[config.mk]
export PLATFORM = sky130hd
export DESIGN_NAME = websocket_frame_deframer
export DESIGN_NICKNAME = d
export VERILOG_FILES = /design/src/hdl/wsd_pkg.sv /design/src/hdl/wsd_in_stage.sv /design/src/hdl/wsd_parse_core.sv /design/src/hdl/wsd_out_stage.sv /design/src/hdl/websocket_frame_deframer.sv
export SDC_FILE = /design/constraint.sdc
export NUM_CORES = 1
export LEC_CHECK = 0
export ABC_AREA = 1
export ABC_CLOCK_PERIOD_IN_PS = 4200
export BUFFER_PORTS_ARGS = -buffer_cell sky130_fd_sc_hd__buf_2
export CORE_AREA = 2 2 204 186
export DETAILED_ROUTE_END_ITERATION = 6
export DIE_AREA = 0 0 206 188
export GPL_TIMING_DRIVEN = 0
export PLACE_DENSITY = 0.65
export SYNTH_ARGS = -nofsm -noshare
export SYNTH_HDL_FRONTEND = slang
export SYNTH_SLANG_ARGS = --single-unit
[constraint.sdc]
create_clock -name i_clk -period 4.2 [get_ports i_clk]
set_input_delay 0.21 -clock i_clk [delete_from_list [all_inputs] [get_ports i_clk]]
set_output_delay 0.21 -clock i_clk [all_outputs]
set_load 0.01 [all_outputs]
[src/hdl/wsd_pkg.sv]
// ----------------------------------------------------------------------------
// wsd_pkg
// Shared types and constants for the WebSocket frame deframer.
// ----------------------------------------------------------------------------
`default_nettype none

package wsd_pkg;

    // Parser phase. Codes 6 and 7 are unused and parse as BYTE0.
    typedef enum logic [2:0] {
        PH_BYTE0   = 3'd0,
        PH_BYTE1   = 3'd1,
        PH_EXT16   = 3'd2,
        PH_EXT64   = 3'd3,
        PH_KEY     = 3'd4,
        PH_PAYLOAD = 3'd5
    } t_phase;

    localparam int unsigned LEN_W = 64;
    localparam int unsigned KEY_W = 32;
    localparam int unsigned CNT_W = 3;

    localparam logic [6:0]       LEN7_EXT16 = 7'd126;
    localparam logic [6:0]       LEN7_EXT64 = 7'd127;
    localparam logic [CNT_W-1:0] EXT16_LAST = 3'd1;
    localparam logic [CNT_W-1:0] EXT64_LAST = 3'd7;
    localparam logic [CNT_W-1:0] KEY_LAST   = 3'd3;

    // One result word.
    typedef struct packed {
        logic [7:0]       payload_byte;
        logic             frame_fin;
        logic [3:0]       frame_kind;
        logic             frame_was_masked;
        logic [LEN_W-1:0] frame_length;
        logic             empty_frame;
        logic             last_of_frame;
    } t_result;

endpackage

`default_nettype wire

[src/hdl/wsd_in_stage.sv]
// ----------------------------------------------------------------------------
// wsd_in_stage
// Input register: holds one received byte until the parser takes it.
// ----------------------------------------------------------------------------
`default_nettype none

module wsd_in_stage (
    input  wire logic       i_clk,
    input  wire logic       i_rst_n,
    input  wire logic       i_valid,
    output logic            o_stall,
    input  wire logic [7:0] i_byte,
    input  wire logic       i_take,
    output logic            o_valid,
    output logic [7:0]      o_byte
);

    logic       r_valid;
    logic [7:0] r_byte;

    // full and not drained this cycle
    assign o_stall = r_valid && !i_take;

    always_ff @(posedge i_clk) begin
        if (!i_rst_n) begin
            r_valid <= 1'b0;
        end else if (!o_stall) begin
            r_valid <= i_valid;
        end
    end

    always_ff @(posedge i_clk) begin
        if (i_valid && !o_stall) begin
            r_byte <= i_byte;
        end
    end

    assign o_valid = r_valid;
    assign o_byte  = r_byte;

endmodule

`default_nettype wire

[src/hdl/wsd_parse_core.sv]
// ----------------------------------------------------------------------------
// wsd_parse_core
// Frame header state machine and payload unmasking, one byte per cycle while i_fire is high.
// ----------------------------------------------------------------------------
`default_nettype none

module wsd_parse_core (
    input  wire logic        i_clk,
    input  wire logic        i_rst_n,
    input  wire logic        i_fire,
    input  wire logic [7:0]  i_byte,
    output logic             o_res_valid,
    output wsd_pkg::t_result o_res
);

    wsd_pkg::t_phase              r_phase,  n_phase;
    logic                         r_fin,    n_fin;
    logic [3:0]                   r_opcode, n_opcode;
    logic                         r_mask,   n_mask;
    logic [wsd_pkg::LEN_W-1:0]    r_length, n_length;
    logic [wsd_pkg::CNT_W-1:0]    r_hcount, n_hcount;
    logic [wsd_pkg::KEY_W-1:0]    r_key,    n_key;
    logic [wsd_pkg::LEN_W-1:0]    r_index,  n_index;

    logic                         len_done;
    logic                         hdr_done;
    logic                         res_valid;
    logic                         res_empty;
    logic                         res_last;
    logic [7:0]                   res_data;
    logic [7:0]                   key_byte;
    logic [6:0]                   len7;
    logic                         pay_last;
    logic [wsd_pkg::CNT_W-1:0]    ext_last;

    assign len7     = i_byte[6:0];
    assign pay_last = ((r_index + 64'd1) == r_length);
    assign ext_last = (r_phase == wsd_pkg::PH_EXT16) ? wsd_pkg::EXT16_LAST
                                                     : wsd_pkg::EXT64_LAST;

    // key byte 0 sits in the top bits
    always_comb begin
        case (r_index[1:0])
            2'd0:    key_byte = r_key[31:24];
            2'd1:    key_byte = r_key[23:16];
            2'd2:    key_byte = r_key[15:8];
            default: key_byte = r_key[7:0];
        endcase
    end

    always_comb begin
        n_phase   = r_phase;
        n_fin     = r_fin;
        n_opcode  = r_opcode;
        n_mask    = r_mask;
        n_length  = r_length;
        n_hcount  = r_hcount;
        n_key     = r_key;
        n_index   = r_index;
        len_done  = 1'b0;
        hdr_done  = 1'b0;
        res_valid = 1'b0;
        res_empty = 1'b0;
        res_last  = 1'b0;
        res_data  = 8'd0;

        unique case (r_phase) inside
            wsd_pkg::PH_BYTE1: begin
                n_mask   = i_byte[7];
                n_hcount = '0;
                if (len7 == wsd_pkg::LEN7_EXT16) begin
                    n_length = '0;
                    n_phase  = wsd_pkg::PH_EXT16;
                end else if (len7 == wsd_pkg::LEN7_EXT64) begin
                    n_length = '0;
                    n_phase  = wsd_pkg::PH_EXT64;
                end else begin
                    n_length = {57'd0, len7};
                    len_done = 1'b1;
                end
            end
            wsd_pkg::PH_EXT16, wsd_pkg::PH_EXT64: begin
                n_length = {r_length[55:0], i_byte};
                if (r_hcount >= ext_last) begin
                    n_hcount = '0;
                    len_done = 1'b1;
                end else begin
                    n_hcount = r_hcount + 3'd1;
                end
            end
            wsd_pkg::PH_KEY: begin
                n_key = {r_key[23:0], i_byte};
                if (r_hcount >= wsd_pkg::KEY_LAST) begin
                    n_hcount = '0;
                    hdr_done = 1'b1;
                end else begin
                    n_hcount = r_hcount + 3'd1;
                end
            end
            wsd_pkg::PH_PAYLOAD: begin
                res_valid = 1'b1;
                res_data  = r_mask ? (i_byte ^ key_byte) : i_byte;
                res_last  = pay_last;
                if (pay_last) begin
                    n_phase = wsd_pkg::PH_BYTE0;
                    n_index = '0;
                end else begin
                    n_index = r_index + 64'd1;
                end
            end
            default: begin
                n_fin    = i_byte[7];
                n_opcode = i_byte[3:0];
                n_phase  = wsd_pkg::PH_BYTE1;
            end
        endcase

        // length known: read key if masked, else header is complete
        if (len_done) begin
            n_key = '0;
            if (n_mask) begin
                n_phase  = wsd_pkg::PH_KEY;
                n_hcount = '0;
            end else begin
                hdr_done = 1'b1;
            end
        end

        // header complete: zero length gives one empty marker
        if (hdr_done) begin
            n_index = '0;
            if (n_length == '0) begin
                res_valid = 1'b1;
                res_empty = 1'b1;
                res_last  = 1'b1;
                n_phase   = wsd_pkg::PH_BYTE0;
            end else begin
                n_phase   = wsd_pkg::PH_PAYLOAD;
            end
        end
    end

    always_ff @(posedge i_clk) begin
        if (!i_rst_n) begin
            r_phase  <= wsd_pkg::PH_BYTE0;
            r_fin    <= 1'b0;
            r_opcode <= '0;
            r_mask   <= 1'b0;
            r_length <= '0;
            r_hcount <= '0;
            r_key    <= '0;
            r_index  <= '0;
        end else if (i_fire) begin
            r_phase  <= n_phase;
            r_fin    <= n_fin;
            r_opcode <= n_opcode;
            r_mask   <= n_mask;
            r_length <= n_length;
            r_hcount <= n_hcount;
            r_key    <= n_key;
            r_index  <= n_index;
        end
    end

    assign o_res_valid            = i_fire && res_valid;
    assign o_res.payload_byte     = res_data;
    assign o_res.frame_fin        = n_fin;
    assign o_res.frame_kind       = n_opcode;
    assign o_res.frame_was_masked = n_mask;
    assign o_res.frame_length     = n_length;
    assign o_res.empty_frame      = res_empty;
    assign o_res.last_of_frame    = res_last;

    // payload phase only with a nonzero length
    a_payload_len: assert property (@(posedge i_clk) disable iff (!i_rst_n)
        (r_phase == wsd_pkg::PH_PAYLOAD) |-> (r_length != '0))
        else $error("payload phase with zero length");

    // data results only come from the payload phase
    a_data_phase: assert property (@(posedge i_clk) disable iff (!i_rst_n)
        (o_res_valid && !res_empty) |-> (r_phase == wsd_pkg::PH_PAYLOAD))
        else $error("data result outside payload phase");

    // empty marker is last and carries zero length and data
    a_empty_marker: assert property (@(posedge i_clk) disable iff (!i_rst_n)
        (o_res_valid && res_empty) |->
            (res_last && (n_length == '0) && (res_data == 8'd0)))
        else $error("bad empty frame marker");

    // after the last result the parser waits for a new header
    a_last_rewinds: assert property (@(posedge i_clk) disable iff (!i_rst_n)
        (o_res_valid && res_last) |=> (r_phase == wsd_pkg::PH_BYTE0))
        else $error("parser did not return to header after last result");

endmodule

`default_nettype wire

[src/hdl/wsd_out_stage.sv]
// ----------------------------------------------------------------------------
// wsd_out_stage
// Result register toward the downstream side.
// ----------------------------------------------------------------------------
`default_nettype none

module wsd_out_stage (
    input  wire logic             i_clk,
    input  wire logic             i_rst_n,
    input  wire logic             i_load,
    input  wire logic             i_valid,
    input  wire wsd_pkg::t_result i_res,
    output logic                  o_valid,
    output wsd_pkg::t_result      o_res
);

    logic             r_valid;
    wsd_pkg::t_result r_res;

    always_ff @(posedge i_clk) begin
        if (!i_rst_n) begin
            r_valid <= 1'b0;
        end else if (i_load) begin
            r_valid <= i_valid;
        end
    end

    always_ff @(posedge i_clk) begin
        if (i_load && i_valid) begin
            r_res <= i_res;
        end
    end

    assign o_valid = r_valid;
    assign o_res   = r_res;

endmodule

`default_nettype wire

[src/hdl/websocket_frame_deframer.sv]
// ----------------------------------------------------------------------------
// websocket_frame_deframer
// Parses an RFC 6455 frame byte stream and emits unmasked payload bytes.
// ----------------------------------------------------------------------------
// Feed received bytes one word at a time on the input channel. Header bytes
// (opcode byte, length byte, 16- or 64-bit extended length, 4-byte masking
// key) produce no output; each payload byte produces one output word holding
// the unmasked byte plus FIN, opcode, mask flag and decoded length, with
// last_of_frame set on the frame's final byte. A zero-length frame produces a
// single word with empty_frame and last_of_frame set and a zero payload byte.
// Reserved bits are ignored and extended lengths are taken as received.
// Throughput is one byte per clock while the output is not stalled; an accepted
// byte passes through the input register, then the parser writes its result
// into the result register.
// Both channels use valid/stall; a stalled output holds the input register
// and, once that is full, stalls the input.
// ----------------------------------------------------------------------------
`default_nettype none

module websocket_frame_deframer (
    input  wire logic        i_clk,
    input  wire logic        i_rst_n,
    // received byte stream
    input  wire logic        i_in_valid,
    output logic             o_in_stall,
    input  wire logic [7:0]  i_in_byte,
    // parsed payload words
    output logic             o_out_valid,
    input  wire logic        i_out_stall,
    output logic [7:0]       o_payload_byte,
    output logic             o_frame_fin,
    output logic [3:0]       o_frame_kind,
    output logic             o_frame_was_masked,
    output logic [63:0]      o_frame_length,
    output logic             o_empty_frame,
    output logic             o_last_of_frame
);

    logic             out_ready;   // result register can take a word
    logic             byte_valid;
    logic [7:0]       byte_data;
    logic             fire;        // parser consumes the held byte
    logic             res_valid;
    wsd_pkg::t_result res;
    wsd_pkg::t_result out_res;

    // The result register is free when empty or being drained. Every parse
    // step advances only then, so a header byte never races a held result.
    assign out_ready = !o_out_valid || !i_out_stall;
    assign fire      = byte_valid && out_ready;

    wsd_in_stage u_in (
        .i_clk   (i_clk),
        .i_rst_n (i_rst_n),
        .i_valid (i_in_valid),
        .o_stall (o_in_stall),
        .i_byte  (i_in_byte),
        .i_take  (out_ready),
        .o_valid (byte_valid),
        .o_byte  (byte_data)
    );

    wsd_parse_core u_core (
        .i_clk       (i_clk),
        .i_rst_n     (i_rst_n),
        .i_fire      (fire),
        .i_byte      (byte_data),
        .o_res_valid (res_valid),
        .o_res       (res)
    );

    wsd_out_stage u_out (
        .i_clk   (i_clk),
        .i_rst_n (i_rst_n),
        .i_load  (out_ready),
        .i_valid (res_valid),
        .i_res   (res),
        .o_valid (o_out_valid),
        .o_res   (out_res)
    );

    assign o_payload_byte     = out_res.payload_byte;
    assign o_frame_fin        = out_res.frame_fin;
    assign o_frame_kind       = out_res.frame_kind;
    assign o_frame_was_masked = out_res.frame_was_masked;
    assign o_frame_length     = out_res.frame_length;
    assign o_empty_frame      = out_res.empty_frame;
    assign o_last_of_frame    = out_res.last_of_frame;

endmodule

`default_nettype wire

After elaboration in Yosys (flattened, before gate mapping)
Cells that the tools add are included.
{"block": "totals", "ff_bits": 262, "latch_bits": 0, "mem_bits_rw": 0, "romBits": 0, "in_bits": 12, "out_inout_bits": 82, "wordCells": 94, "n_memories": 0}
{"block": "op_classes", "n_addsub": 2, "n_mul": 0, "div": 0, "order_cmp": 2, "eq_ne": 10, "n_shift": 0, "muxes": 42, "bitwise_logic": 1, "reduce_logical": 19}
{"operator": "$mux W64", "n": 4}
{"operator": "$pmux W64 S2", "n": 1}
{"operator": "$add A64 B1 Y64 const B", "n": 1}
{"operator": "$eq A64 B64 Y1", "n": 1}
{"operator": "$logic_not A64 Y1", "n": 1}
{"operator": "$mux W32", "n": 2}
{"operator": "$mux W3", "n": 12}
{"operator": "$pmux W8 S3", "n": 1}
{"operator": "$pmux W3 S3", "n": 2}
{"operator": "$mux W1", "n": 16}
{"operator": "$eq A7 B7 Y1 const B", "n": 2}
{"operator": "$mux W8", "n": 1}
{"operator": "$xor A8 B8 Y8", "n": 1}
{"operator": "$mux W7", "n": 1}
{"operator": "$eq A3 B2 Y1 const B", "n": 2}
{"operator": "$eq A3 B3 Y1 const B", "n": 2}
{"operator": "$logic_and A1 B1 Y1", "n": 5}
{"operator": "$reduce_or A5 Y1", "n": 1}
{"operator": "$logic_not A1 Y1", "n": 4}
{"operator": "$mux W4", "n": 1}
{"operator": "$reduce_and A2 Y1", "n": 2}
{"operator": "$reduce_bool A2 Y1", "n": 2}
{"operator": "$add A3 B1 Y3 const B", "n": 1}
{"operator": "$eq A3 B1 Y1 const B", "n": 1}
{"operator": "other kinds (9)", "n": 9}

Logic depth before layout (Yosys ltp)
Gate-level depths: netlist (run 1).
{"block": "logic_depth", "word_depth": 9, "ltp_mapped": 22}

Hierarchy
From an unflattened synthesis (run 1), not the netlist that was laid out.
{"block": "unflattened", "cells_unflattened": 2081, "hier_area_um2": 14536.4}
{"mod": "wsd_parse_core", "n_inst": 1, "cells_per_inst": 1975, "area_each_um2": 11780.0, "seq_area_each_um2": 3443.3}
{"mod": "wsd_out_stage", "n_inst": 1, "cells_per_inst": 87, "area_each_um2": 2449.8, "seq_area_each_um2": 2422.3}
{"mod": "wsd_in_stage", "n_inst": 1, "cells_per_inst": 16, "area_each_um2": 290.3, "seq_area_each_um2": 260.2}
{"mod": "websocket_frame_deframer", "n_inst": 1, "cells_per_inst": 3, "area_each_um2": 16.3, "seq_area_each_um2": 0.0}

Worst setup path before layout (run 1)
No wires, ideal clock.
{"block": "synth_timing", "path_type": "register to register", "startpoint": "register u_core.r_phase[1]", "endpoint": "register u_out.r_res, in the netlist u_out.o_res[0], enable pin", "t_arrival_ns": 3.582, "required_ns": 3.766, "setup_slack_ns": 0.185, "stages_incl_launch_ff": 18, "n_path_buf": 3, "cell_sequence": "dfxtp_1 -> inv_1 -> nor2_1 -> buf_2 -> inv_2 -> nand2_2 -> inv_2 -> buf_2 -> buf_2 -> a22oi_1 -> nand3_1 -> nor2_1 -> nand4_1 -> nor2_1 -> nand2_1 -> nand2_1 -> nand3_1 -> inv_1"}
{"block": "synth_via", "elab_chain_len": 9, "elab_cells_between_ends": 21}
{"element": "from (decl)", "line_no": "wsd_parse_core.sv:16", "source": "wsd_pkg::t_phase r_phase, n_phase;"}
{"element": "from (signal assigned)", "line_no": "wsd_parse_core.sv:145", "source": "r_phase <= wsd_pkg::PH_BYTE0;"}
{"element": "from (signal assigned)", "line_no": "wsd_parse_core.sv:154", "source": "r_phase <= n_phase;"}
{"element": "$eq A3 B2 Y1", "line_no": "wsd_parse_core.sv:38", "source": "assign ext_last = (r_phase == wsd_pkg::PH_EXT16) ? wsd_pkg::EXT16_LAST"}
{"element": "$mux W3", "line_no": "wsd_parse_core.sv:38"}
{"element": "$ge A3 B3 Y1", "line_no": "wsd_parse_core.sv:84", "source": "if (r_hcount >= ext_last) begin"}
{"element": "$mux W1", "line_no": "wsd_parse_core.sv:84"}
{"element": "$pmux W1 S2", "line_no": "wsd_parse_core.sv:67", "source": "unique case (r_phase) inside"}
{"element": "$mux W1", "line_no": "wsd_parse_core.sv:119", "source": "if (len_done) begin"}
{"element": "$mux W1 *", "line_no": "wsd_parse_core.sv:130", "source": "if (hdr_done) begin"}
{"element": "$logic_and A1 B1 Y1 *", "line_no": "wsd_parse_core.sv:165", "source": "assign o_res_valid = i_fire && res_valid;"}
{"element": "$logic_and A1 B1 Y1 *", "line_no": "wsd_out_stage.sv:29", "source": "if (i_load && i_valid) begin"}
{"element": "to (signal assigned)", "line_no": "wsd_out_stage.sv:30", "source": "r_res <= i_res;"}
{"element": "to (decl)", "line_no": "wsd_out_stage.sv:18", "source": "wsd_pkg::t_result r_res;"}
Every way passes the cells marked *; elsewhere a longest branch is shown, timed or not.
A chain may end at the register's enable or synchronous reset.

Worst setup path in the final report (run 1)
{"block": "layout_timing", "startpoint": "register u_core.r_phase[1]", "endpoint": "register u_out.r_res, in the netlist u_out.o_res[34], enable pin"}
The elaborated chain is that of the path after synthesis.

==> reports/summary.md, run 1 <==
Hold timing on the final database bottoms out at a slack of 165.2 ps. Summed over all instances, the cell type with the most area after synthesis is sky130_fd_sc_hd__dfxtp_1. The logs give 2,057 for the synthesized net count and 13,584 for the number of global-route vias before repair. In this run the deepest clock path goes through 3 buffers. The worst register-to-register path ends at u_out.o_res[34]$_DFFE_PP_.

The flow ran to the end, and the final reports show no timing, DRC or antenna violations. The die covers 38,730 um^2. In this design, the stage delay of the slowest critical-path cell is 380 ps. The fraction of registers with async set/reset is 0, and the timing-limited maximum frequency is 0.2475 GHz. The critical path is of the reg -> reg type. Ranked by instance count, the synthesized netlist is headed by sky130_fd_sc_hd__nand2_1 (513), sky130_fd_sc_hd__inv_1 (272), sky130_fd_sc_hd__nor2_1 (202). After technology mapping, the gate count stands at 2,037. The startpoint identified for the worst hold timing path is i_rst_n.

The first global-routing pass estimated 84,020 um of wire. 94 I/O pins were placed. The xor and xnor fraction of the mapped netlist area was 0.03301; the number of placement rows was 67. The tools report the element type at the critical path start as a flip-flop. After global routing the overflow that remains totals 0. The area share of the largest cell type after synthesis came out at 0.2418. Using the TritonRoute via totals, the vias-per-cell ratio works out to 5.528.

After clock tree synthesis, the clock-pin slew on the worst setup and hold paths is 60 ps. Fill cells in the final layout number 3,786. The share of layout cells above drive strength 1 was 0.09153.

The register bit count reported by yosys came out at 262. In this run the worst path has a maximum fanout of 17. The routed layout has 14,809 vias.

Entering global routing, the biggest net connects 47 pins. The final clock period utilization by the worst path was 0.9619. A synthesized cell averages 7.071 um^2. The remaining routing DRC violations came out at 0. The effective utilization at floorplan came out at 0.3923. For this design, the slowest cell found on the critical path is sky130_fd_sc_hd__a22oi_1.

In this run the register-to-register setup slack is 160 ps. Counting the buffers created by CTS gives 29. The post-synthesis share of cell area spent on and, or, nand and nor gates is 0.2941, and the number of levels the H-tree was split into is 1. The depth of the most critical reg-to-reg path was 17.

At the worst endpoint, the required time is 4450 ps. Clock latency on the worst-skew pair, taken at its later pin, is 590 ps. The logs give 0 for the number of endpoints with negative hold slack in the final report and 0.3622 mV for the worst voltage drop across the vdd grid.

For the first-pass detailed-route iteration total, the log shows 5. For the portion of the post-synthesis area used by sequential elements, the log shows 0.4253. By area the synthesized netlist is led by sky130_fd_sc_hd__dfxtp_1 (24%), sky130_fd_sc_hd__edfxtp_1 (18%), sky130_fd_sc_hd__nand2_1 (13%). Data arrives at the worst endpoint at 4290 ps.

The worst-case hold path end point was u_core.r_index[41]$_SDFFE_PN0P_. The root buffer cell chosen for the clock tree is sky130_fd_sc_hd__clkbuf_16. The run gives 0 as the final setup violation count. The post-synthesis compound-gate area fraction was 0.1450. The number of different library cells used by synthesis comes to 40.

The tools report the count of synthesis-stage warnings from yosys as 0. Setup repair after global routing left no endpoint under its margin. The number of antenna repair diodes was 0; the shortest period the worst path allows was 4040 ps. The die is 188 um tall.

Relative to the synthesized area, the layout overhead comes to 15.15%. For the pin with the worst max-slew slack, the measured transition is 1110 ps. Critical register-to-register path startpoint: u_core.r_phase[1]$_SDFFE_PN0P_. The chip width came out at 206 um. Multiplexer share of the synthesized area: 0. Detailed placement ended at an HPWL of 44,740 um. Number of synthesized flops with an enable pin: 88. For the number of violations reported at the end of detailed-routing iteration 0, the log shows 1,997. The instance count along the most critical hold path came out at 2.

The class of the tightest hold or removal check was in -> reg. The average detailed-routed wire length per instance is 21.32 um. The detailed-route wire length is 57,130 um, and the area of the mapped netlist is 14,400 um^2.

Buffers placed on the I/O ports in this run total 92. The normalized max-slew margin came out at 0.2546. sky130_fd_sc_hd__nand2_1 is the most common cell in the netlist. The adder and majority gate portion of the synthesized area works out to 0.006949.

The share of the core filled with cells in the final layout came out at 0.4517. On the final layout, the worst clock skew is 26.25 ps. The buffering stage count on the worst path with inverters included came out at 7. The total count of max-transition violations in the final report is 0, and the total number of clock tree sinks is 262. After synthesis, the largest family of logic cells by area is simple AND/OR/NAND/NOR gates. The commonest register cell after synthesis was sky130_fd_sc_hd__dfxtp_1.

The tools report the number of nets in the final layout as 2,193. After floorplanning, the core was sized to cover 36,720 um^2. The run gives 6.867 nW as the leakage power. The critical path goes through inv_1, nor2_1, buf_4, inv_2, nand2_4, inv_2, clkbuf_1, a22oi_1, nand4_1, nor2_1, nand4_1, nor2_2, nand2_1, nand2_1, nand3_2, bufinv_16, buf_4. In this design, the largest share of critical-path delay is due to simple AND/OR/NAND/NOR gates. The endpoint class of the critical path was a flip-flop. The combined global-route utilization of all metal layers was 0.2891; the residual antenna-violating net count after detailed routing was 0. The cell area power density was 355.1 nW/um^2.

The logs give 0 for the number of max-cap violations and 1 for the number of antenna violations at the first check in global routing. TritonCTS built the clock tree. At the end of routability-driven placement, the weighted congestion stood at 1.016.
kinds of logic (layout without fill, tap and decap cells):
group                      after synthesis  count (layout)
AOI/OAI and AO/OA                      382             382
xor gates and xnor gates                37              37
adders and majority gates                8               8
buffers and inverters                  359             518
DFF                                    262             262
and+or+nand+nor                        989             989
report_power, final:
group	switching [mW]	internal, mW	leakage [nW]
Combinational	0.435	0.179	4.19
Sequential	0.0703	2.70	2.22
Clock	1.10	1.41	0.456
through the flow:
step	worst slack, ps	setup TNS, ps	power (mW)	instance area [um^2]	cells
3_5_place_dp	-235.7	-10330	3.401	15500	2613
3_3_place_gp	-1849	-146730	3.396	15470	2612
6_report	160.2	0	5.890	16590	2679
5_1_grt	13.74	0	6.059	16590	2679
4_1_cts	39.78	0	5.889	16540	2677
2_1_floorplan	184.7	0	3.160	14400	2037
area by class of cell:
cell class | instances | area, um^2 | share of cell area
multi-input cells | 1416 | 6915 | 0.4169
well taps | 483 | 604.3 | 0.03644
flip-flops and latches | 262 | 6126 | 0.3693
repair buffers | 104 | 595.6 | 0.03591
clock buffers | 39 | 804.5 | 0.04851
plain buffers | 79 | 331.6 | 0.01999
repair inverters | 1 | 8.758 | 0.0005281
inverters | 280 | 1077 | 0.06495
clock inverters | 15 | 122.6 | 0.007393
what timing repair did:
action | in CTS | in global routing
hold buffers | 10 | 0
hold endpoints to repair | 10 | 0
setup endpoints to repair | 46 | 47
gates cloned | 0 | 1
buffers inserted | 0 | 1
gates resized for setup | 4 | 6
cell usage in the layout, fill, tap and decap left out, types with 4 or more instances in the layout:
| master | synthesis | layout |
|---|---|---|
| sky130_fd_sc_hd__dfxtp_1 | 174 | 174 |
| sky130_fd_sc_hd__edfxtp_1 | 88 | 88 |
| sky130_fd_sc_hd__clkinv_2 | 0 | 10 |
| sky130_fd_sc_hd__buf_4 | 1 | 4 |
| sky130_fd_sc_hd__o22ai_1 | 36 | 36 |
| sky130_fd_sc_hd__nand2_2 | 5 | 4 |
| sky130_fd_sc_hd__o21bai_1 | 4 | 4 |
| sky130_fd_sc_hd__nor4_1 | 4 | 4 |
| sky130_fd_sc_hd__clkbuf_16 | 0 | 30 |
| sky130_fd_sc_hd__inv_1 | 272 | 271 |
| sky130_fd_sc_hd__nor2_4 | 4 | 4 |
| sky130_fd_sc_hd__or2_2 | 7 | 7 |
| sky130_fd_sc_hd__o21ai_1 | 9 | 9 |
| sky130_fd_sc_hd__a211oi_1 | 7 | 7 |
| sky130_fd_sc_hd__xnor2_1 | 6 | 6 |
| sky130_fd_sc_hd__nor2_1 | 202 | 200 |
| sky130_fd_sc_hd__dlygate4sd3_1 | 0 | 10 |
| sky130_fd_sc_hd__nor2_2 | 11 | 13 |
| sky130_fd_sc_hd__a31oi_1 | 8 | 8 |
| sky130_fd_sc_hd__ha_1 | 8 | 8 |
| sky130_fd_sc_hd__nand4_1 | 47 | 47 |
| sky130_fd_sc_hd__nand3b_1 | 10 | 10 |
| sky130_fd_sc_hd__clkbuf_1 | 52 | 59 |
| sky130_fd_sc_hd__inv_2 | 8 | 8 |
| sky130_fd_sc_hd__nor3_1 | 12 | 12 |
| sky130_fd_sc_hd__xor2_1 | 20 | 20 |
| sky130_fd_sc_hd__xnor3_1 | 11 | 11 |
| sky130_fd_sc_hd__buf_1 | 10 | 10 |
| sky130_fd_sc_hd__a22oi_1 | 28 | 28 |
| sky130_fd_sc_hd__o21a_1 | 5 | 5 |
| sky130_fd_sc_hd__buf_2 | 15 | 105 |
| sky130_fd_sc_hd__o21ai_0 | 103 | 103 |
| sky130_fd_sc_hd__nand3_1 | 167 | 166 |
| sky130_fd_sc_hd__nand2_1 | 513 | 513 |
| sky130_fd_sc_hd__a21oi_1 | 178 | 178 |
routing by layer:
layer  vias up  wire, um  global-route usage  part of all wire
met5         -         9                   0           0.00016
li1       6983         -                   -                 -
met4         2      1837             0.08352             0.032
met3       107      6120             0.04345              0.11
met2       802     24180              0.4285              0.42
met1      6915     24980              0.4325              0.44
registers in the layout, summed over array words and instances, names as in the netlist, 3 cells and up:
name,cells
u_out.o_res,80
u_core.r_index,64
u_core.r_length,64
u_core.r_key,32
u_in.o_byte,8
u_core.r_opcode,4
u_core.r_hcount,3
u_core.r_phase,3
how the worst max path moves through the flow:
| stage | slack, ps | cells past startpoint | from | endpoint |
|---|---|---|---|---|
| floorplan | 180 | 17 | u_core.r_phase[1]$_SDFFE_PN0P_ | u_out.o_res[0]$_DFFE_PP_ |
| finish | 160 | 17 | u_core.r_phase[1]$_SDFFE_PN0P_ | u_out.o_res[34]$_DFFE_PP_ |
| detailed placement | -240 | 17 | u_core.r_phase[1]$_SDFFE_PN0P_ | u_out.o_res[32]$_DFFE_PP_ |
| global placement | -1850 | 16 | u_core.r_phase[1]$_SDFFE_PN0P_ | u_out.o_res[32]$_DFFE_PP_ |
| CTS | 40 | 17 | u_core.r_phase[1]$_SDFFE_PN0P_ | u_out.o_res[29]$_DFFE_PP_ |
| global route | 10 | 18 | u_core.r_phase[1]$_SDFFE_PN0P_ | u_out.o_res[39]$_DFFE_PP_ |
Note: power is estimated with default switching activity, not from simulation.
==> run 2: changes to the inputs <==
--- a/config.mk
+++ b/config.mk
@@ -8,11 +8,12 @@
 export ABC_AREA = 1
 export ABC_CLOCK_PERIOD_IN_PS = 4200
 export BUFFER_PORTS_ARGS = -buffer_cell sky130_fd_sc_hd__buf_2
-export CORE_AREA = 2 2 204 186
+export CORE_AREA = 4 4 206 188
 export DETAILED_ROUTE_END_ITERATION = 6
-export DIE_AREA = 0 0 206 188
+export DIE_AREA = 0 0 210 192
 export GPL_TIMING_DRIVEN = 0
-export PLACE_DENSITY = 0.65
+export PLACE_DENSITY = 0.67
+export RECOVER_POWER = 50
 export SYNTH_ARGS = -nofsm -noshare
 export SYNTH_HDL_FRONTEND = slang
 export SYNTH_SLANG_ARGS = --single-unit
==> reports/summary.md, run 2 (synthesis results as in run 1) <==
The number of endpoints with negative hold slack in the final report was 0 (unchanged); the maximum fanout encountered on the critical timing path was 7 (-10). The endpoint class of the critical path was a flip-flop. The number of buffers on the longest clock path is 3 (unchanged), and the timing-limited maximum frequency is 0.2449 GHz (-1.1%). Leakage power: 6.726 nW (-2.1%).

The number of max-cap violations came out at 0 (unchanged). Area of the core: 36,720 um^2 (unchanged). The largest incremental delay on the critical path is 500 ps (+120 ps). The via-per-instance ratio is 5.583 (+0.99%), and the worst clock skew on the final layout is 28.78 ps (+2.534 ps). The switching share of power is 0.2652 (-0.007121), and the portion of total power attributed to the clock network is 0.461 (+0.035). For the number of levels the H-tree was split into, the log shows 1 (unchanged). The class of the tightest hold or removal check is in -> reg.

The number of placement rows was 67 (unchanged). The worst setup path is launched from a flip-flop. The net load switching power was 1.668 mW (+4.0%). The cell that appears most often on the critical path is sky130_fd_sc_hd__nand2_1.

The final weighted congestion in routability-driven placement is 1.032 (+1.5%), and the total cell area at the placement stage is 15,500 um^2 (unchanged). The area growth from synthesis to layout was 15.83%; the final setup violation count was 0 (unchanged). The instance count along the most critical hold path is 2 (unchanged), and the shortest period the worst path allows is 4084 ps (+43.76 ps). The height of the chip was 192 um (+2.1%). Total power draw: 6.288 mW (+6.8%).

The CTS clock-pin slew for the worst setup and hold paths is 70 ps (about the same), and the detailed-route wire length is 57,260 um (+0.24%). The run finished with clean final reports. The number of I/O port buffers came out at 92 (unchanged). The flip-flop count of the largest register after layout came out at 80 (unchanged). The depth of the most critical reg-to-reg path came out at 17 (unchanged). The buffering stage count on the worst path with inverters included was 0 (-7); the area of all placed cells without fillers was 16,680 um^2 (+0.59%). The sequential fraction of design power was 0.439 (-0.031).

In the layout the commonest cells are sky130_fd_sc_hd__nand2_1 (513), sky130_fd_sc_hd__inv_1 (272), sky130_fd_sc_hd__nor2_1 (197). The path type of the worst setup path is reg -> reg. Global route total overflow: 0 (unchanged). TritonCTS built the clock tree.

The tools report the residual antenna-violating net count after detailed routing as 0 (unchanged). Buffers inserted during post-CTS setup optimization: 0 (unchanged). The cell area power density was 376.9 nW/um^2 (+6.1%); the number of violations reported at the end of detailed-routing iteration 0 was 1,954 (-2.2%). Grouping stages by cell kind, the critical path spends the most delay in simple AND/OR/NAND/NOR gates.

Setup repair after global routing left no endpoint under its margin. The most common library cell in the layout ignoring fill and taps was sky130_fd_sc_hd__nand2_1. For the remaining routing DRC violations, the log shows 0 (unchanged). The number of gates on the worst path with buffers counted is 17 (unchanged), and the layout filler cell count is 3,798 (+0.32%). The share of layout cells above drive strength 1 was 0.05821 (-0.03332); the combinational fraction of design power was 0.100 (-0.004).

The clock root buffer is sky130_fd_sc_hd__clkbuf_16. Chip width: 210 um (+1.9%). For the area of combinational cells with multiple inputs, the log shows 6948 um^2 (+0.47%). The number of nets in the final layout came out at 2,194 (+0.046%). The logs give 600 ps (about the same) for the clock latency reported for the late side of the worst-skew pair and 46 (-2.1%) for the largest net degree at the start of global routing. The required arrival time at the worst endpoint was 4530 ps (+80 ps). For the die footprint, the log shows 40,320 um^2 (+4.1%).

Walking the worst path, the cells encountered are ha_1, nand2_1, nor2_4, nand2_1, nor2_2, nand2_1, nor2_2, xor2_1, nand2_1, nand3_1, nor3_2, nand2_1, nor2_1, nand2_1, nor2_1, nand2_1, o21ai_0. The number of buffers created by CTS was 31 (+6.9%). Transition at the pin with the smallest max-transition slack: 1144 ps (+34.79 ps). Slowest stage cell on the critical path: sky130_fd_sc_hd__dfxtp_1. The global-route wire length before repair was 84,910 um (+1.1%); the HPWL after detailed placement was 44,570 um (-0.39%). Number of vias after detailed routing: 14,978 (+1.1%). The combined global-route utilization of all metal layers is 0.2757 (-0.01343).

The effective utilization at floorplan was 0.3923 (unchanged). The final clock period utilization by the worst path was 0.9723 (+0.01042); the total area of sequential cells was 6126 um^2 (unchanged). The cell-internal power was 4.620 mW (+7.8%); the total number of clock tree sinks was 262 (unchanged). The average detailed-routed wire length per instance was 21.34 um (about the same); the number of placed I/O pins was 94 (unchanged).

The number of global-route vias before repair is 13,721 (+1.0%). The run gives 0.2933 mV (-19%) as the worst voltage drop across the vdd grid. The tools report the total count of max-transition violations in the final report as 0 (unchanged). The normalized max-slew margin was 0.2371 (-0.01750); the data arrival time of the worst path was 4410 ps (+120 ps). Number of antenna violations at the first check in global routing: 1 (unchanged). First-pass detailed-route iteration total: 6 (+1).
run 2: repair_timing:
| item | CTS | global route |
|---|---|---|
| hold buffers | 10 | 0 |
| endpoints found under the hold margin | 10 | 0 |
| endpoints found under the setup margin | 80 | 81 |
| gates resized for setup | 8 | 10 |
| cloned | 0 | 1 |
run 2: metrics by stage:
stage                     std cells  setup TNS, ps  hold WS, ps  worst slack (ps)  utilization
after floorplan                2037              0        308.9             184.7            -
after global placement         2612        -165490        387.1             -2082       0.4213
after detailed placement       2613         -30820        388.1            -515.2       0.4221
after CTS                      2681              0        158.8             16.42       0.4559
after global routing           2682              0        166.6             11.63       0.4543
final                          2683              0        175.2             116.4       0.4544
run 2: layout make-up:
| cell class | count | area share |
|---|---|---|
| clock inverters | 23 | 0.01770 |
| well taps | 483 | 0.03622 |
| multi-input cells | 1416 | 0.4165 |
| clock buffers | 35 | 0.04800 |
| plain buffers | 79 | 0.02010 |
| inverters | 280 | 0.06457 |
| repair buffers | 103 | 0.02910 |
| repair inverters | 1 | 0.0005250 |
| flip-flops and latches | 262 | 0.3672 |
| diodes | 1 | 0.0001500 |
run 2: layer usage:
layer	part of all wire	up-vias	GRT usage
met5	0.00023	-	0
li1	-	6994	-
met2	0.43	808	0.4242
met1	0.43	7035	0.3911
met4	0.040	2	0.09410
met3	0.10	139	0.05145
run 2: final timing paths:
kind,startpoint,end,slack [ps]
worst max-delay path,u_core.r_index[0]$_SDFFE_PN0P_,u_out.o_res[0]$_DFFE_PP_,120
worst min register to register,u_core.r_key[30]$_SDFFE_PN0P_,u_core.r_key[30]$_SDFFE_PN0P_,470
worst min-delay path,i_rst_n,u_core.r_index[54]$_SDFFE_PN0P_,180
worst max register to register,u_core.r_index[0]$_SDFFE_PN0P_,u_out.o_res[0]$_DFFE_PP_,120
run 2: power groups by stage:
| stage | registers [mW] | logic [mW] | clock network [mW] |
|---|---|---|---|
| finish | 2.76 | 0.627 | 2.90 |
| global route | 2.77 | 0.677 | 3.05 |
| CTS | 2.76 | 0.607 | 2.92 |
| detailed placement | 2.81 | 0.593 | 0 |
| global placement | 2.81 | 0.589 | 0 |
| floorplan | 2.79 | 0.366 | 0 |
==> run 3: changes to the inputs <==
--- a/config.mk
+++ b/config.mk
@@ -6,8 +6,9 @@
 export NUM_CORES = 1
 export LEC_CHECK = 0
 export ABC_AREA = 1
-export ABC_CLOCK_PERIOD_IN_PS = 4200
+export ABC_CLOCK_PERIOD_IN_PS = 3440
 export BUFFER_PORTS_ARGS = -buffer_cell sky130_fd_sc_hd__buf_2
+export CAP_MARGIN = 20
 export CORE_AREA = 4 4 206 188
 export DETAILED_ROUTE_END_ITERATION = 6
 export DIE_AREA = 0 0 210 192
==> constraint.sdc (replaced) <==
create_clock -name i_clk -period 3.44 [get_ports i_clk]
set_input_delay 0.172 -clock i_clk [delete_from_list [all_inputs] [get_ports i_clk]]
set_output_delay 0.172 -clock i_clk [all_outputs]
set_load 0.01 [all_outputs]
==> reports/summary.md, run 3 (synthesis results as in run 1) <==
The flow ran to the end, and the final reports show no timing, DRC or antenna violations. The root buffer cell chosen for the clock tree is sky130_fd_sc_hd__clkbuf_16. The clock latency reported for the late side of the worst-skew pair came out at 590 ps (about the same). The combined global-route utilization of all metal layers is 0.2861 (+0.01046), and the number of violations reported at the end of detailed-routing iteration 0 is 1,811 (-7.3%). The total number of clock tree sinks was 262 (unchanged).

The endpoint class of the critical path was a flip-flop. The run gives 6 (unchanged) as the first-pass detailed-route iteration total. The run gives 15,490 um^2 (about the same) as the total cell area at the placement stage. In this run the worst hold path is classified as in -> reg. The logs give 3 (unchanged) for the number of buffers on the longest clock path and 21 (-54%) for the largest net degree at the start of global routing. Buffering stage count on the worst path with inverters included: 8 (+8). Final clock period utilization by the worst path: 0.9830 (+0.01074).

HPWL after detailed placement: 45,520 um (+2.1%). The number of I/O port buffers was 92 (unchanged); the worst clock skew on the final layout was 14.77 ps (-14.01 ps). The run gives 0 (-1) as the number of antenna repair diodes. Data arrival time of the worst path: 3680 ps (-730 ps). The total power draw came out at 7.810 mW (+24%). The library cell used most frequently in the layout, excluding fill and tap cells, is sky130_fd_sc_hd__nand2_1.

The maximum fanout encountered on the critical timing path came out at 10 (+3). The largest incremental delay on the critical path came out at 340 ps (-160 ps). The logs give 0 (unchanged) for the number of endpoints with negative hold slack in the final report and 0 (unchanged) for the final setup violation count.

The area of all placed cells without fillers is 17,250 um^2 (+3.4%), and the number of nets in the final layout is 2,215 (+0.96%). The logs give 1 (unchanged) for the number of levels the H-tree was split into and 0.2957 GHz (+21%) for the timing-limited maximum frequency. The transition at the pin with the smallest max-transition slack was 1057 ps (-87.08 ps).

The tools report the number of buffers created by CTS as 30 (-3.2%). The chip width was 210 um (unchanged); the normalized max-slew margin was 0.2951 (+0.05805). Height of the chip: 192 um (unchanged).

Detailed-route wire length: 59,670 um (+4.2%). The tools report the number of placed I/O pins as 94 (unchanged). For the final weighted congestion in routability-driven placement, the log shows 1.059 (+2.7%). The number of placement rows was 67 (unchanged). TritonCTS built the clock tree.

The effective utilization at floorplan is 0.3923 (unchanged), and the area growth from synthesis to layout is 19.74%. The logs give 0 (unchanged) for the total count of max-transition violations in the final report and 0 (unchanged) for the remaining routing DRC violations. The global-route wire length before repair is 87,540 um (+3.1%), and the CTS clock-pin slew for the worst setup and hold paths is 60 ps (about the same). The library cells used most frequently in the layout, excluding fill and tap cells, are sky130_fd_sc_hd__nand2_1 (506), sky130_fd_sc_hd__inv_1 (268), sky130_fd_sc_hd__nor2_1 (178), sky130_fd_sc_hd__a21oi_1 (178), sky130_fd_sc_hd__dfxtp_1 (168). The worst voltage drop across the vdd grid came out at 0.4108 mV (+40%).

The layout filler cell count is 3,718 (-2.1%), and the number of vias after detailed routing is 15,085 (+0.71%). Path type of the worst setup path: reg -> reg. For the residual antenna-violating net count after detailed routing, the log shows 0 (unchanged). The largest individual stage delay along the critical path comes from the cell sky130_fd_sc_hd__dfxtp_1. The run gives 0.4697 (+0.01537) as the share of the core filled with cells in the final layout. Walking the worst path, the cells encountered are inv_2, nor2_4, buf_6, inv_4, nand2_8, inv_2, buf_4, buf_8, a22oi_2, nand3_1, nor2_4, nand4_1, nor2_2, nand2_1, nand2_2, nand3_4, clkinvlp_4, bufbuf_16. The cell area power density is 452.8 nW/um^2 (+20%), and the number of max-cap violations is 0 (unchanged). The run gives 0 (-1) as the number of antenna violations at the first check in global routing. The via-per-instance ratio works out to 5.583 (about the same). For the area of the core, the log shows 36,720 um^2 (unchanged).

The run gives 0 (unchanged) as the global route total overflow. The element type at the critical path start was a flip-flop. Broken down by cell family, the worst path's largest delay share belongs to buffers and inverters. The flip-flop count of the largest register after layout is 80 (unchanged). The required arrival time at the worst endpoint is 3740 ps (-790 ps). The die footprint was 40,320 um^2 (unchanged); the average detailed-routed wire length per instance was 22.08 um (+3.5%). The leakage power was 6.936 nW (+3.1%); the number of global-route vias before repair was 14,098 (+2.7%). The shortest period the worst path allows works out to 3382 ps (-702.0 ps). The run gives 97.94 ps (-77.31 ps) as the worst hold-check slack. The share of layout cells above drive strength 1 came out at 0.09689 (+0.03868).
## run 3: cell count changes in the layout (fill, tap and decap cells not counted), sizes merged
cell	previous run	this run
buf	37	52
clkbuf	170	174
clkinv	13	9
clkinvlp	2	6
bufbuf	0	2
diode	1	0
inv	282	281
## run 3: timing repair
item	in CTS	in global routing
cloned	5	0
buffers inserted	14	3
pin swaps	6	17
hold buffers	10	0
gates resized for setup	44	88
hold endpoints to repair	10	0
endpoints found under the setup margin	148	148
## run 3: worst paths after layout
| check | from | endpoint | slack (ps) | cells after the start |
|---|---|---|---|---|
| worst max-delay path | u_core.r_phase[1]$_SDFFE_PN0P_ | u_out.o_res[13]$_DFFE_PP_ | 60 | 18 |
| worst min-delay path | i_rst_n | u_core.r_index[52]$_SDFFE_PN0P_ | 100 | 2 |
| worst max register to register | u_core.r_phase[1]$_SDFFE_PN0P_ | u_out.o_res[13]$_DFFE_PP_ | 60 | 18 |
| worst min register to register | u_core.r_key[30]$_SDFFE_PN0P_ | u_core.r_key[30]$_SDFFE_PN0P_ | 470 | 2 |
## run 3: layout make-up
class,instances,area (um^2),area share
Clock inverter,21,321.6,0.01864
Timing Repair Buffer,124,730.7,0.04236
Tap cell,483,604.3,0.03504
Inverter,280,1057,0.06130
Multi-Input combinational cell,1416,7203,0.4176
Sequential cell,262,6136,0.3557
Buffer,79,390.4,0.02263
Clock buffer,35,789.5,0.04577
Timing Repair inverter,2,15.01,0.0008705
## run 3: through the flow
step,setup TNS [ps],setup slack [ps],instances
2_1_floorplan,0,55.83,2037
3_3_place_gp,-141370,-1674,2612
3_5_place_dp,-109850,-1441,2613
4_1_cts,-10.47,-5.037,2698
5_1_grt,-31.98,-21.07,2702
6_report,0,58.41,2702
## run 3: routing by layer
metal / part of all wire / routed length (um) / vias to the layer above / GRT usage
met5: 0 / 0 / - / 0
met4: 0.038 / 2274 / 0 / 0.09937
met3: 0.10 / 6032 / 142 / 0.06304
met2: 0.43 / 25680 / 821 / 0.4404
met1: 0.43 / 25680 / 7099 / 0.3989
li1: - / - / 7023 / -
## run 3: power by group
| part | total, mW | internal [mW] | switching [mW] | leakage [nW] |
|---|---|---|---|---|
| clock network | 3.61 | 2.18 | 1.43 | 0.527 |
| logic | 0.822 | 0.247 | 0.575 | 4.19 |
| registers | 3.37 | 3.29 | 0.0835 | 2.22 |
| total | 7.81 | 5.72 | 2.09 | 6.94 |
